==> config.mk <==
export PLATFORM = sky130hd
export DESIGN_NAME = encoder_speed_lowpass_core
export DESIGN_NICKNAME = d
export VERILOG_FILES = /design/src/sv/esl_pkg.sv /design/src/sv/esl_csr.sv /design/src/sv/esl_mul.sv /design/src/sv/encoder_speed_lowpass_core.sv
export SDC_FILE = /design/constraint.sdc
export NUM_CORES = 1
export LEC_CHECK = 0
export ABC_AREA = 1
export BUFFER_PORTS_ARGS = -buffer_cell sky130_fd_sc_hd__buf_2
export CAP_MARGIN = 40
export CORE_UTILIZATION = 65
export DETAILED_ROUTE_END_ITERATION = 10
export GPL_TIMING_DRIVEN = 0
export PLACE_DENSITY = 0.89
export SYNTH_ARGS = -nofsm -noshare
export SYNTH_HDL_FRONTEND = slang
export SYNTH_SLANG_ARGS = --single-unit
==> constraint.sdc <==
create_clock -name clock -period 19.9 [get_ports clock]
set_input_delay 0.995 -clock clock [delete_from_list [all_inputs] [get_ports clock]]
set_output_delay 0.995 -clock clock [all_outputs]
set_load 0.03 [all_outputs]
==> src/sv/esl_pkg.sv <==
// shared types, constants and register map of the encoder speed low-pass block
`default_nettype none
package esl_pkg;

   localparam int unsigned CountWidth = 16;
   localparam int unsigned CoefWidth  = 16;
   localparam int unsigned ScaleWidth = 10;
   localparam int unsigned SpeedWidth = 16;
   localparam int unsigned FiltWidth  = 34;
   localparam int unsigned FracWidth  = 16;
   localparam int unsigned MulWidth   = 18;
   localparam int unsigned ProdWidth  = 2 * MulWidth;
   localparam int unsigned AccWidth   = 51;
   localparam int unsigned CsrIdxWidth  = 2;
   localparam int unsigned CsrDataWidth = 16;

   localparam logic [CsrIdxWidth-1:0] REG_COEF_FEEDBACK = 2'd0;
   localparam logic [CsrIdxWidth-1:0] REG_COEF_INPUT    = 2'd1;
   localparam logic [CsrIdxWidth-1:0] REG_RPM_SCALE     = 2'd2;

   localparam logic [CoefWidth-1:0]  COEF_FEEDBACK_RESET = 16'd63511;
   localparam logic [CoefWidth-1:0]  COEF_INPUT_RESET    = 16'd2027;
   localparam logic [ScaleWidth-1:0] RPM_SCALE_RESET     = 10'd30;

   localparam logic CMD_EDGE = 1'b0;
   localparam logic CMD_TICK = 1'b1;

   typedef enum logic [2:0] {
      ST_IDLE,
      ST_RAW,
      ST_LO,
      ST_HI,
      ST_IN,
      ST_SUM
   } esl_state_type;

   typedef struct packed {
      logic [CoefWidth-1:0]  coef_feedback;
      logic [CoefWidth-1:0]  coef_input;
      logic [ScaleWidth-1:0] rpm_scale;
   } esl_cfg_type;

endpackage
`default_nettype wire

==> src/sv/esl_csr.sv <==
// configuration registers of the encoder speed low-pass block
`default_nettype none
module esl_csr (
   input  wire logic                              clock,
   input  wire logic                              reset,
   input  wire logic                              csr_we,
   input  wire logic [esl_pkg::CsrIdxWidth-1:0]   csr_index,
   input  wire logic [esl_pkg::CsrDataWidth-1:0]  csr_wdata,
   output esl_pkg::esl_cfg_type                   cfg
);
   import esl_pkg::*;

   esl_cfg_type cfg_ff;
   esl_cfg_type cfg_in;

   always_comb begin
      cfg_in = cfg_ff;
      if (csr_we) begin
         unique case (csr_index)
            REG_COEF_FEEDBACK: cfg_in.coef_feedback = csr_wdata[CoefWidth-1:0];
            REG_COEF_INPUT:    cfg_in.coef_input    = csr_wdata[CoefWidth-1:0];
            REG_RPM_SCALE:     cfg_in.rpm_scale     = csr_wdata[ScaleWidth-1:0];
            default:           cfg_in = cfg_ff;
         endcase
      end
   end

   always_ff @(posedge clock) begin
      if (reset) begin
         cfg_ff.coef_feedback <= COEF_FEEDBACK_RESET;
         cfg_ff.coef_input    <= COEF_INPUT_RESET;
         cfg_ff.rpm_scale     <= RPM_SCALE_RESET;
      end else begin
         cfg_ff <= cfg_in;
      end
   end

   assign cfg = cfg_ff;

endmodule
`default_nettype wire

==> src/sv/esl_mul.sv <==
// shared registered signed multiplier
`default_nettype none
module esl_mul (
   input  wire logic                                clock,
   input  wire logic                                mul_en,
   input  wire logic signed [esl_pkg::MulWidth-1:0] op_a,
   input  wire logic signed [esl_pkg::MulWidth-1:0] op_b,
   output logic signed [esl_pkg::ProdWidth-1:0]     prod
);
   import esl_pkg::*;

   logic signed [ProdWidth-1:0] prod_ff;
   logic signed [ProdWidth-1:0] prod_in;

   assign prod_in = op_a * op_b;

   always_ff @(posedge clock) begin
      if (mul_en) begin
         prod_ff <= prod_in;
      end
   end

   assign prod = prod_ff;

endmodule
`default_nettype wire

==> src/sv/encoder_speed_lowpass_core.sv <==
// top level: encoder edge counter, speed scaling and first-order low-pass filter
//
// channel  direction  tdata                tuser
// req      in         [0] phase_b          [0] cmd (0 edge, 1 tick)
// rsp      out        [15:0] speed_rpm     [0] reverse
// csr      in         write port: csr_we, csr_index, csr_wdata
//
// an edge transfer updates the counter and req_tready stays high
// a tick transfer steps through ST_RAW to ST_SUM: one shared 18x18 multiplier runs four
// products in turn (count*scale, a*y low, a*y high, b*raw), then the sum
// the final step holds while the previous result still waits on rsp_tready
// synchronous active-high reset clears counter, filter state and valids
`default_nettype none
module encoder_speed_lowpass_core (
   input  wire logic                             clock,
   input  wire logic                             reset,
   input  wire logic                             req_tvalid,
   output logic                                  req_tready,
   input  wire logic [7:0]                       req_tdata,  // [0] phase_b
   input  wire logic                             req_tuser,  // [0] cmd
   output logic                                  rsp_tvalid,
   input  wire logic                             rsp_tready,
   output logic [15:0]                           rsp_tdata,  // [15:0] speed_rpm
   output logic                                  rsp_tuser,  // [0] reverse
   input  wire logic                             csr_we,
   input  wire logic [esl_pkg::CsrIdxWidth-1:0]  csr_index,
   input  wire logic [esl_pkg::CsrDataWidth-1:0] csr_wdata
);
   import esl_pkg::*;

   esl_cfg_type cfg;
   esl_state_type state_ff, state_in;

   logic [CountWidth-1:0]        count_ff, count_in;
   logic signed [FiltWidth-1:0]  y_ff, y_in;
   logic signed [SpeedWidth-1:0] raw_ff, raw_in;
   logic signed [AccWidth-1:0]   acc_ff, acc_in;
   logic                         rsp_valid_ff, rsp_valid_in;
   logic signed [SpeedWidth-1:0] speed_ff, speed_in;
   logic                         rev_ff, rev_in;

   logic                         mul_en;
   logic signed [MulWidth-1:0]   mul_a, mul_b;
   logic signed [ProdWidth-1:0]  prod;

   logic                         req_fire;
   logic signed [ProdWidth-1:0]  sum_w;
   logic signed [FiltWidth-1:0]  ysat_w;
   logic signed [FiltWidth-FracWidth-1:0] tq_w;
   logic signed [SpeedWidth-1:0] spd_w;

   esl_csr u_csr (
      .clock     (clock),
      .reset     (reset),
      .csr_we    (csr_we),
      .csr_index (csr_index),
      .csr_wdata (csr_wdata),
      .cfg       (cfg)
   );

   esl_mul u_mul (
      .clock  (clock),
      .mul_en (mul_en),
      .op_a   (mul_a),
      .op_b   (mul_b),
      .prod   (prod)
   );

   assign req_tready = (state_ff == ST_IDLE);
   assign req_fire   = req_tvalid && req_tready;

   // filter sum, 34-bit saturation, truncation toward zero, 16-bit saturation
   always_comb begin
      sum_w = {acc_ff[AccWidth-1], acc_ff[AccWidth-1:FracWidth]} + prod;
      if (sum_w > $signed(36'sh1_FFFF_FFFF)) begin
         ysat_w = {1'b0, {(FiltWidth-1){1'b1}}};
      end else if (sum_w < -$signed(36'sh2_0000_0000)) begin
         ysat_w = {1'b1, {(FiltWidth-1){1'b0}}};
      end else begin
         ysat_w = sum_w[FiltWidth-1:0];
      end
      tq_w = ysat_w[FiltWidth-1:FracWidth];
      if (ysat_w[FiltWidth-1] && (ysat_w[FracWidth-1:0] != '0)) begin
         tq_w = tq_w + 18'sd1;
      end
      if (tq_w > 18'sd32767) begin
         spd_w = 16'sh7FFF;
      end else if (tq_w < -18'sd32768) begin
         spd_w = 16'sh8000;
      end else begin
         spd_w = tq_w[SpeedWidth-1:0];
      end
   end

   always_comb begin
      state_in     = state_ff;
      count_in     = count_ff;
      y_in         = y_ff;
      raw_in       = raw_ff;
      acc_in       = acc_ff;
      rsp_valid_in = rsp_valid_ff;
      speed_in     = speed_ff;
      rev_in       = rev_ff;
      mul_en       = 1'b0;
      mul_a        = '0;
      mul_b        = '0;
      if (rsp_valid_ff && rsp_tready) begin
         rsp_valid_in = 1'b0;
      end
      unique case (state_ff)
         ST_IDLE: begin
            if (req_fire) begin
               if (req_tuser == CMD_TICK) begin
                  state_in = ST_RAW;
               end else if (req_tdata[0]) begin
                  count_in = count_ff - 16'd1;
               end else begin
                  count_in = count_ff + 16'd1;
               end
            end
         end
         ST_RAW: begin
            mul_en   = 1'b1;
            mul_a    = {{2{count_ff[CountWidth-1]}}, count_ff};
            mul_b    = {8'd0, cfg.rpm_scale};
            count_in = '0;
            state_in = ST_LO;
         end
         ST_LO: begin
            if (prod > 36'sd32767) begin
               raw_in = 16'sh7FFF;
            end else if (prod < -36'sd32768) begin
               raw_in = 16'sh8000;
            end else begin
               raw_in = prod[SpeedWidth-1:0];
            end
            mul_en   = 1'b1;
            mul_a    = {2'b00, cfg.coef_feedback};
            mul_b    = {1'b0, y_ff[16:0]};
            state_in = ST_HI;
         end
         ST_HI: begin
            acc_in   = {{(AccWidth-ProdWidth){prod[ProdWidth-1]}}, prod};
            mul_en   = 1'b1;
            mul_a    = {2'b00, cfg.coef_feedback};
            mul_b    = {y_ff[FiltWidth-1], y_ff[FiltWidth-1:17]};
            state_in = ST_IN;
         end
         ST_IN: begin
            acc_in   = {prod[33:0], 17'd0} + acc_ff;
            mul_en   = 1'b1;
            mul_a    = {2'b00, cfg.coef_input};
            mul_b    = {{2{raw_ff[SpeedWidth-1]}}, raw_ff};
            state_in = ST_SUM;
         end
         ST_SUM: begin
            if (!rsp_valid_ff || rsp_tready) begin
               y_in         = ysat_w;
               speed_in     = spd_w;
               rev_in       = spd_w[SpeedWidth-1];
               rsp_valid_in = 1'b1;
               state_in     = ST_IDLE;
            end
         end
         default: state_in = ST_IDLE;
      endcase
   end

   always_ff @(posedge clock) begin
      if (reset) begin
         state_ff <= ST_IDLE;
      end else begin
         state_ff <= state_in;
      end
   end

   always_ff @(posedge clock) begin
      if (reset) begin
         count_ff     <= '0;
         y_ff         <= '0;
         rsp_valid_ff <= 1'b0;
      end else begin
         count_ff     <= count_in;
         y_ff         <= y_in;
         rsp_valid_ff <= rsp_valid_in;
      end
   end

   always_ff @(posedge clock) begin
      raw_ff   <= raw_in;
      acc_ff   <= acc_in;
      speed_ff <= speed_in;
      rev_ff   <= rev_in;
   end

   assign rsp_tvalid = rsp_valid_ff;
   assign rsp_tdata  = speed_ff;
   assign rsp_tuser  = rev_ff;

endmodule
`default_nettype wire

# Word level (Yosys, flattened, before mapping)
# Index checks and enable logic that the tools add are counted.
# classes
n_reduce_logical	18
mul	1
order_cmp	6
n_mux	20
eq_ne	11
n_addsub	5
# ops
cell	n
one-hot mux 51 bit (2 select lines)	1
two-way mux 16 bit	5
one-hot mux 18 bit (4 select lines)	1
two-way mux 34 bit	2
one-hot mux 18 bit (3 select lines)	1
adder 51 bit	1
adder 36 bit	1
> comparator 36 x 16 -> 1 bit (second input constant)	1
> comparator 36 x 34 -> 1 bit (second input constant)	1
< comparator 36 x 16 -> 1 bit (second input constant)	1
< comparator 36 x 34 -> 1 bit (second input constant)	1
multiplier 18 x 18 -> 36 bit	1
one-hot mux 16 bit (2 select lines)	1
adder 18 x 2 -> 18 bit (second input constant)	1
> comparator 18 x 16 -> 1 bit (second input constant)	1
< comparator 18 x 16 -> 1 bit (second input constant)	1
two-way mux 18 bit	1
one-hot mux 3 bit (6 select lines)	1
adder 16 x 1 -> 16 bit (second input constant)	1
nonzero test 16 bit	1
subtractor 16 x 1 -> 16 bit (second input constant)	1
two-way mux 3 bit	3
AND reduction 2 bit	4
== test 3 x 2 -> 1 bit (second input constant)	2
16 further kinds	26
# word_totals
word_cells	73
register_bits	215

# Longest topological paths before layout
# Gate-level depths: netlist (run 1).
# logic_depth
depth_word	9
depth_mapped	44
ltp_nobuf	41

# Cells and area by module
# A second synthesis (run 1) with hierarchy kept.
# unflattened
hier_cells	3597
hier_area_um2	26507.9
# modules_own_cells
mod	n_inst	seq_area_each_um2	cells_per_inst	area_per_inst_um2
esl_mul	1	1081.0	1847	14397.6
encoder_speed_lowpass_core	1	3093.0	1521	10448.8
esl_csr	1	840.8	229	1661.6

# Worst setup path after synthesis (run 1)
# OpenSTA, ideal clock, no wires.
# synth_path
path_kind	register -> register
startpoint	register state_ff[2]
endpoint	register u_mul.prod_ff[33] (netlist: u_mul.prod[33]) (data pin)
path_stages_with_launch	37
setup_time_ps	260
arrival_time_ps	7183
synth_period_minus_slack_ps	7443
setup_slack_ps	12457
required_ps	19640
cell_sequence	dfxtp_1 -> clkbuf_1 -> nor3_1 -> inv_1 -> nand2_1 -> buf_2 -> a22oi_1 -> and2_1 -> inv_1 -> clkbuf_1 -> nand2_1 -> fa_1 -> inv_1 -> fa_1 -> ha_1 -> inv_1 -> fa_1 -> fa_1 -> fa_1 -> inv_1 -> ha_1 -> nand2_1 -> o21ai_0 -> nand2_1 -> nand2_1 -> nand2_1 -> nand2_1 -> nand2_1 -> nand2_1 -> nand2_1 -> nand2_1 -> a21oi_1 -> o31ai_1 -> nand4_1 -> nor2_1 -> nor2_1 -> xor2_1
# synth_via
elab_chain_cells	4
# synth_lines
item	line	text
from (decl)	encoder_speed_lowpass_core.sv:32	esl_state_type state_ff, state_in;
from (signal assigned)	encoder_speed_lowpass_core.sv:173	state_ff <= state_in;
== test 3 x 2 -> 1 bit	encoder_speed_lowpass_core.sv:110	unique case (state_ff)
OR reduction 2 bit (no line)	-	
one-hot mux 18 bit (3 select lines)	encoder_speed_lowpass_core.sv:110	
multiplier 18 x 18 -> 36 bit (*)	esl_mul.sv:15	assign prod_in = op_a * op_b;
net u_mul.prod_in[33]	esl_mul.sv:13	logic signed [ProdWidth-1:0] prod_in;
to (signal assigned)	esl_mul.sv:19	prod_ff <= prod_in;
to (decl)	esl_mul.sv:12	logic signed [ProdWidth-1:0] prod_ff;
# The timed path passes the listed nets; every way through them passes the cells marked *.
# A chain may end at the register's enable or synchronous reset.

# Worst setup path after layout (run 1)
# Ends and elaborated chain as after synthesis.

==> results of run 1 <==
## sequential cells by signal (all words and copies together), names as in the netlist
register / count
y_ff: 34
rsp_tvalid: 1
count_ff: 16
u_csr.cfg: 42
u_mul.prod: 36
rsp_tdata: 16
acc_ff: 35
raw_ff: 16
state_ff: 3
## placed cells by master (no fill, tap or decap), types with 9 or more instances in the layout
cell type | synthesis | layout
nor3_1 | 23 | 23
nand2_1 | 651 | 650
xor2_1 | 61 | 61
dfxtp_1 | 96 | 96
ha_1 | 175 | 175
nand3_1 | 68 | 68
a221oi_1 | 25 | 23
buf_2 | 1 | 47
nand4_1 | 22 | 22
clkbuf_16 | 0 | 17
inv_1 | 631 | 631
a31oi_1 | 10 | 10
a21oi_1 | 206 | 206
clkbuf_1 | 73 | 74
nand2_2 | 17 | 18
o21bai_1 | 9 | 9
a22oi_1 | 11 | 11
nor2_1 | 295 | 295
nor4_1 | 9 | 9
conb_1 | 2 | 13
xnor2_1 | 41 | 41
buf_4 | 2 | 9
edfxtp_1 | 103 | 103
o21ai_0 | 133 | 133
fa_1 | 321 | 321
## final timing paths
kind / from / endpoint / slack (ns)
worst max-delay path: state_ff[2] / u_mul.prod[33] / 10.77
worst min-delay path: u_csr.cfg[22] / u_csr.cfg[22] / 0.46
worst max register to register: state_ff[2] / u_mul.prod[33] / 10.77
worst min register to register: u_csr.cfg[22] / u_csr.cfg[22] / 0.46
## through the flow
| stage | std cells | setup slack, ns | util (%) | power [uW] | instance area, sq um |
|---|---|---|---|---|---|
| 5_1_grt | 3709 | 10.25 | 70.77 | 2355 | 26100 |
| 3_5_place_dp | 3677 | 10.98 | 69.26 | 1826 | 25540 |
| 6_report | 3710 | 10.77 | 70.78 | 2190 | 26100 |
| 4_1_cts | 3709 | 10.96 | 70.77 | 2162 | 26100 |
| 2_1_floorplan | 3115 | 12.46 | - | 1513 | 24540 |
| 3_3_place_gp | 3662 | 10.82 | 68.85 | 1782 | 25390 |
## cell type report
cell class | count | area (sq um) | share of cell area [%]
Multi-Input combinational cell | 2194 | 16790 | 64.34
Sequential cell | 199 | 5015 | 19.22
Inverter | 638 | 2397 | 9.186
Tap cell | 504 | 630.6 | 2.416
Clock buffer | 18 | 429.2 | 1.644
Buffer | 84 | 354.1 | 1.357
Timing Repair Buffer | 58 | 351.6 | 1.347
Clock inverter | 14 | 127.6 | 0.4890
Antenna cell | 1 | 2.502 | 0.009589
## cell families (layout without fill, tap and decap cells)
| logic type | count (synthesis) | after routing |
|---|---|---|
| other | 2 | 14 |
| XOR/XNOR | 102 | 102 |
| AO/OA/AOI/OAI | 459 | 459 |
| flip-flops | 199 | 199 |
| AND/OR/NAND/NOR | 1124 | 1124 |
| adder cells (fa/ha/maj) | 496 | 496 |
| buffers and inverters | 722 | 812 |
## power by group
group | switching [uW] | total [uW] | leakage [uW] | internal, uW
logic | 848 | 1280 | 0.0109 | 432
clock network | 164 | 338 | 0.000270 | 174
registers | 53.0 | 573 | 0.00174 | 520
total | 1060 | 2190 | 0.0129 | 1130
## tightest hold or removal path: stages (launching register included)
cell     delay [ns]
dfxtp_1        0.30
inv_1          0.05
a21oi_1        0.06
## metal layers
| metal | share of wire, % | routed length (microns) |
|---|---|---|
| met5 | 0 | 0 |
| met4 | 5.8 | 4154 |
| met2 | 47 | 33400 |
| met1 | 37 | 26620 |
| met3 | 10 | 7515 |
==> impl_metrics.ini, run 1 <==
[outcome]
status = finished, final reports clean

[timing]
relSlewSlack_pct = 26.85
fmax_ghz = 0.1096
setup_viol = 0
holdWs_ns = 0.4609
drv_slew = 0
setup_tns_ns = 0
rsz0062_at_grt = no
tightest_slew_ns = 1.097
clock_skew_ns = 0.01397
finalCritPeriodShare_pct = 45.86
fin_crit_ns = 9.126
hold_violations = 0

[synthesis]
yosysWarningCount = 0
synth_top_family_by_area = adder cells
synth_top_cell_by_area = fa_1
synth-compound-area-share_pct = 10.68
ys_seq_area_share_pct = 20.47
synthFlopType = edfxtp_1
ys_types = 56
syn_area_sq_um = 24500
synth-seq-cells = 199
synth_area_leaders = fa_1 (26%), edfxtp_1 (13%), nand2_1 (10%)
yosysTopAreaCellShare_pct = 26.23
synth_common_cells = nand2_1 (651), inv_1 (631), fa_1 (321)
avgSynthCellArea_sq_um = 7.893
yosysMostFrequentCell = nand2_1
synth-simple-area-share_pct = 18.77
synthMuxAreaShare_pct = 0
synthAdderAreaFrac_pct = 35.17
synth_xor_area_share_pct = 3.646
synthArstFlopShare_pct = 0
synth_edf_count = 103
netlist_instances = 3104

[drt]
drc_errors = 0
drt_iter0_drc = 2079
dr.pass1.iters = 8
vias = 21800
wire_per_inst_microns = 19.32
ant_nets = 0
via_per_inst = 5.875
totalWireLength_microns = 71690

[setup_path]
worstPathRequired_ns = 20.10
critPathLaunchType = flop
reg2reg_depth = 37
cpMaxStageDelayCell = fa_1
crit_cells = 37
crit_family = adder cells
critical_path_class = flop to flop
crit_path_max_incr_delay_ns = 0.62
path_max_fanout = 10
arrival_ns = 9.33
crit_buf_inv = 9
cp_common_cell = nand2_1
end_kind = flop

[grt]
grt_most_used_layer = met2
grt_max_degree = 35
grt_overflow = 0
grtUsageMet3_pct = 8.475
grt_pass1_wl_microns = 113900
grtUsageMet1_pct = 47.79
grt_antenna_before_repair = 0
grt_pass1_vias = 22140
grtUsageMet2_pct = 63.27
grt_usage_pct = 38.65

[power]
power.density_nw_per_um2 = 83.93
max-vdd-ir-drop_uv = 82.33
p_leak_uw = 0.01291

[clock_tree]
clk_pin_slew_ns = 0.08
cts_resized = 0
htreeDepth = 4
clockBufferDepth = 2
clk_latency_ns = 0.46
cts_tree = yes
cts_buffers = 17
cts.sink_count = 199
postCtsSetupBuffers = 0
cts-root-buf = clkbuf_16
hold_buffers = 0

[final_layout]
fin_nets = 3720
drive_above_1_share_pct = 4.462
fillerInstances = 2866
syn_to_final_growth_pct = 6.522

[placed_design]
gp_congestion = 1.021
dp_hpwl_microns = 58580
portBuffers = 43

[die]
initial_core_util_pct = 66.44
core_sq_um = 36870
die-area_sq_um = 38470
die_h_microns = 196.1
boundaryPins = 51
die-width_microns = 196.1
std_cell_rows = 70

[worst_hold_path]
hold_depth = 2
min_path_type = flop to flop

[flow_run]
max-cap-violations = 0
(Power assumes the default switching activity.)
==> run 2, diff against run 1 <==
==> constraint.sdc (replaced) <==
create_clock -name clock -period 8.45 [get_ports clock]
set_input_delay 0.4225 -clock clock [delete_from_list [all_inputs] [get_ports clock]]
set_output_delay 0.4225 -clock clock [all_outputs]
set_load 0.03 [all_outputs]
==> run 2 against run 1 <==
Fmax is 12% higher. Clock power is 140% higher. Design area is 0.43% higher. Sequential share of layout area is 0.077 points lower. Setup slack worse by 10 ns. Global-route usage is 0.13 points lower. First-iteration DRC count is 9.3% higher. Utilization is 0.30 points higher. Combinational power is 140% higher.
==> impl_metrics.ini, run 2 (synthesis results as in run 1) <==
[setup_path]
reg2reg_to = u_mul.prod[33]
r2r_slack_ns = 0.31
worstReg2RegStart = state_ff[2]
arrival_ns = 8.33
cp_common_cell = nand2_1
crit_path_max_incr_delay_ns = 0.67
critical_path_class = flop to flop
end_kind = flop
worstPathRequired_ns = 8.65
crit_buf_inv = 9
reg2reg_depth = 33
crit_family = adder cells
cpMaxStageDelayCell = nor2_1
critPathLaunchType = flop
path_max_fanout = 10

[drt]
totalWireLength_microns = 71670
drt_iter0_drc = 2272
vias = 21770
via_per_inst = 5.870
ant_nets = 0
drc_errors = 0
wire_per_inst_microns = 19.33
dr.pass1.iters = 6

[clock_tree]
cts_buffers = 17
clockBufferDepth = 2
cts-root-buf = clkbuf_16
cts.sink_count = 199
cts_tree = yes
clk_latency_ns = 0.46
htreeDepth = 4
clk_pin_slew_ns = 0.07

[final_layout]
layout_commonest_cell = nand2_1
seq_area_sq_um = 5016
syn_to_final_growth_pct = 6.976
largest_reg_flops = 42
mostFrequentLayoutCells = nand2_1 (648), inv_1 (628), fa_1 (321)
stdcell_area_sq_um = 26210
fillerInstances = 2852
fin_nets = 3718
drive_above_1_share_pct = 5.901
layout.cells.non_filler = 3708
multi_input_comb_area_sq_um = 16850

[timing]
setup_tns_ns = 0
drv_slew = 0
holdWs_ns = 0.2051
relSlewSlack_pct = 44.56
setup_viol = 0
layout_setup_ws_ns = 0.3148
fin_crit_ns = 8.135
finalCritPeriodShare_pct = 96.27
clock_skew_ns = 0.01480
fmax_ghz = 0.1229
rsz0062_at_grt = yes
hold_violations = 0
tightest_slew_ns = 0.8285

[worst_hold_path]
min_path_type = primary input to flop
min_from = csr_wdata[10]
hold_depth = 3
worst_hold_path.endpoint = u_csr.cfg[20]

[power]
clock_power_share_pct = 15.4
pwr-share-comb_pct = 58.4
p_int_uw = 2655
switchingPower_uw = 2508
power.density_nw_per_um2 = 197.0
p_sw_share_pct = 48.58
pwr-share-seq_pct = 26.1
max-vdd-ir-drop_uv = 194.0
p_leak_uw = 0.01300

[placed_design]
portBuffers = 43
gp_congestion = 1.021
place_inst = 3677
place_area_sq_um = 25540
dp_hpwl_microns = 58580
place_ws_ns = -0.4708

[outcome]
status = finished, final reports clean

[die]
die_h_microns = 196.1
std_cell_rows = 70
die-width_microns = 196.1
initial_core_util_pct = 66.44
die-area_sq_um = 38470
core_sq_um = 36870
boundaryPins = 51

[grt]
grt_pass1_wl_microns = 113700
grt_overflow = 0
grt_pass1_vias = 22120
grt_antenna_before_repair = 1
grt_max_degree = 35
grt_usage_pct = 38.51

[flow_run]
max-cap-violations = 0
run 2: cell types whose count changed in the layout (fill, tap and decap cells not counted), sizes merged:
cell / delta
buf: +2
clkbuf: -4
clkinv: -1
clkinvlp: +1
run 2: how the worst max path moves through the flow:
| stage | depth (start not counted) | endpoint | slack (ns) | start |
|---|---|---|---|---|
| finish | 33 | u_mul.prod[33] | 0.31 | state_ff[2] |
| global route | 35 | u_mul.prod[33] | -0.06 | state_ff[2] |
| CTS | 39 | u_mul.prod[33] | 0.009 | state_ff[0] |
| detailed placement | 29 | u_mul.prod[34] | -0.47 | state_ff[2] |
| global placement | 36 | u_mul.prod[33] | -0.63 | state_ff[2] |
| floorplan | 36 | u_mul.prod[33] | 1.01 | state_ff[2] |
run 2: metal layers:
layer	vias up	global-route usage (%)	part of all wire, %
met5	-	0	0.020
li1	9844	-	-
met4	2	21.38	5.9
met2	1333	63.13	47
met3	327	7.702	11
met1	10260	47.90	37
run 2: timing repair:
item / CTS / global route
gates cloned: 0 / 0
endpoints found under the setup margin: 12 / 12
setup buffers: 1 / 2
resized for setup: 15 / 52
pin swaps: 1 / 1
hold buffers: 0 / 0
run 2: power by group through the flow:
stage	logic (uW)	registers, uW	clock network (uW)
after CTS	2960	1340	791
after global routing	3370	1350	829
after global placement	2840	1360	0
after detailed placement	2940	1360	0
final	3020	1350	796
after floorplan	2260	1300	0
run 2: stage by stage:
stage,utilization (%),total power [uW]
floorplan,-,3562
global placement,68.85,4196
detailed placement,69.26,4301
CTS,70.85,5093
global route,71.07,5551
finish,71.08,5162
run 2: layout make-up:
class / instances / share of cell area, %
Multi-Input combinational cell: 2194 / 64.30
Sequential cell: 199 / 19.14
Clock inverter: 14 / 0.4869
Antenna cell: 1 / 0.009548
Clock buffer: 18 / 1.637
Timing Repair Buffer: 61 / 1.437
Inverter: 638 / 9.166
Tap cell: 504 / 2.406
Buffer: 79 / 1.423
run 2: tightest hold or removal path, cell delays in order:
cell and delay [ns]:
buf_2 0.09, nand2_1 0.04, nand3_1 0.07
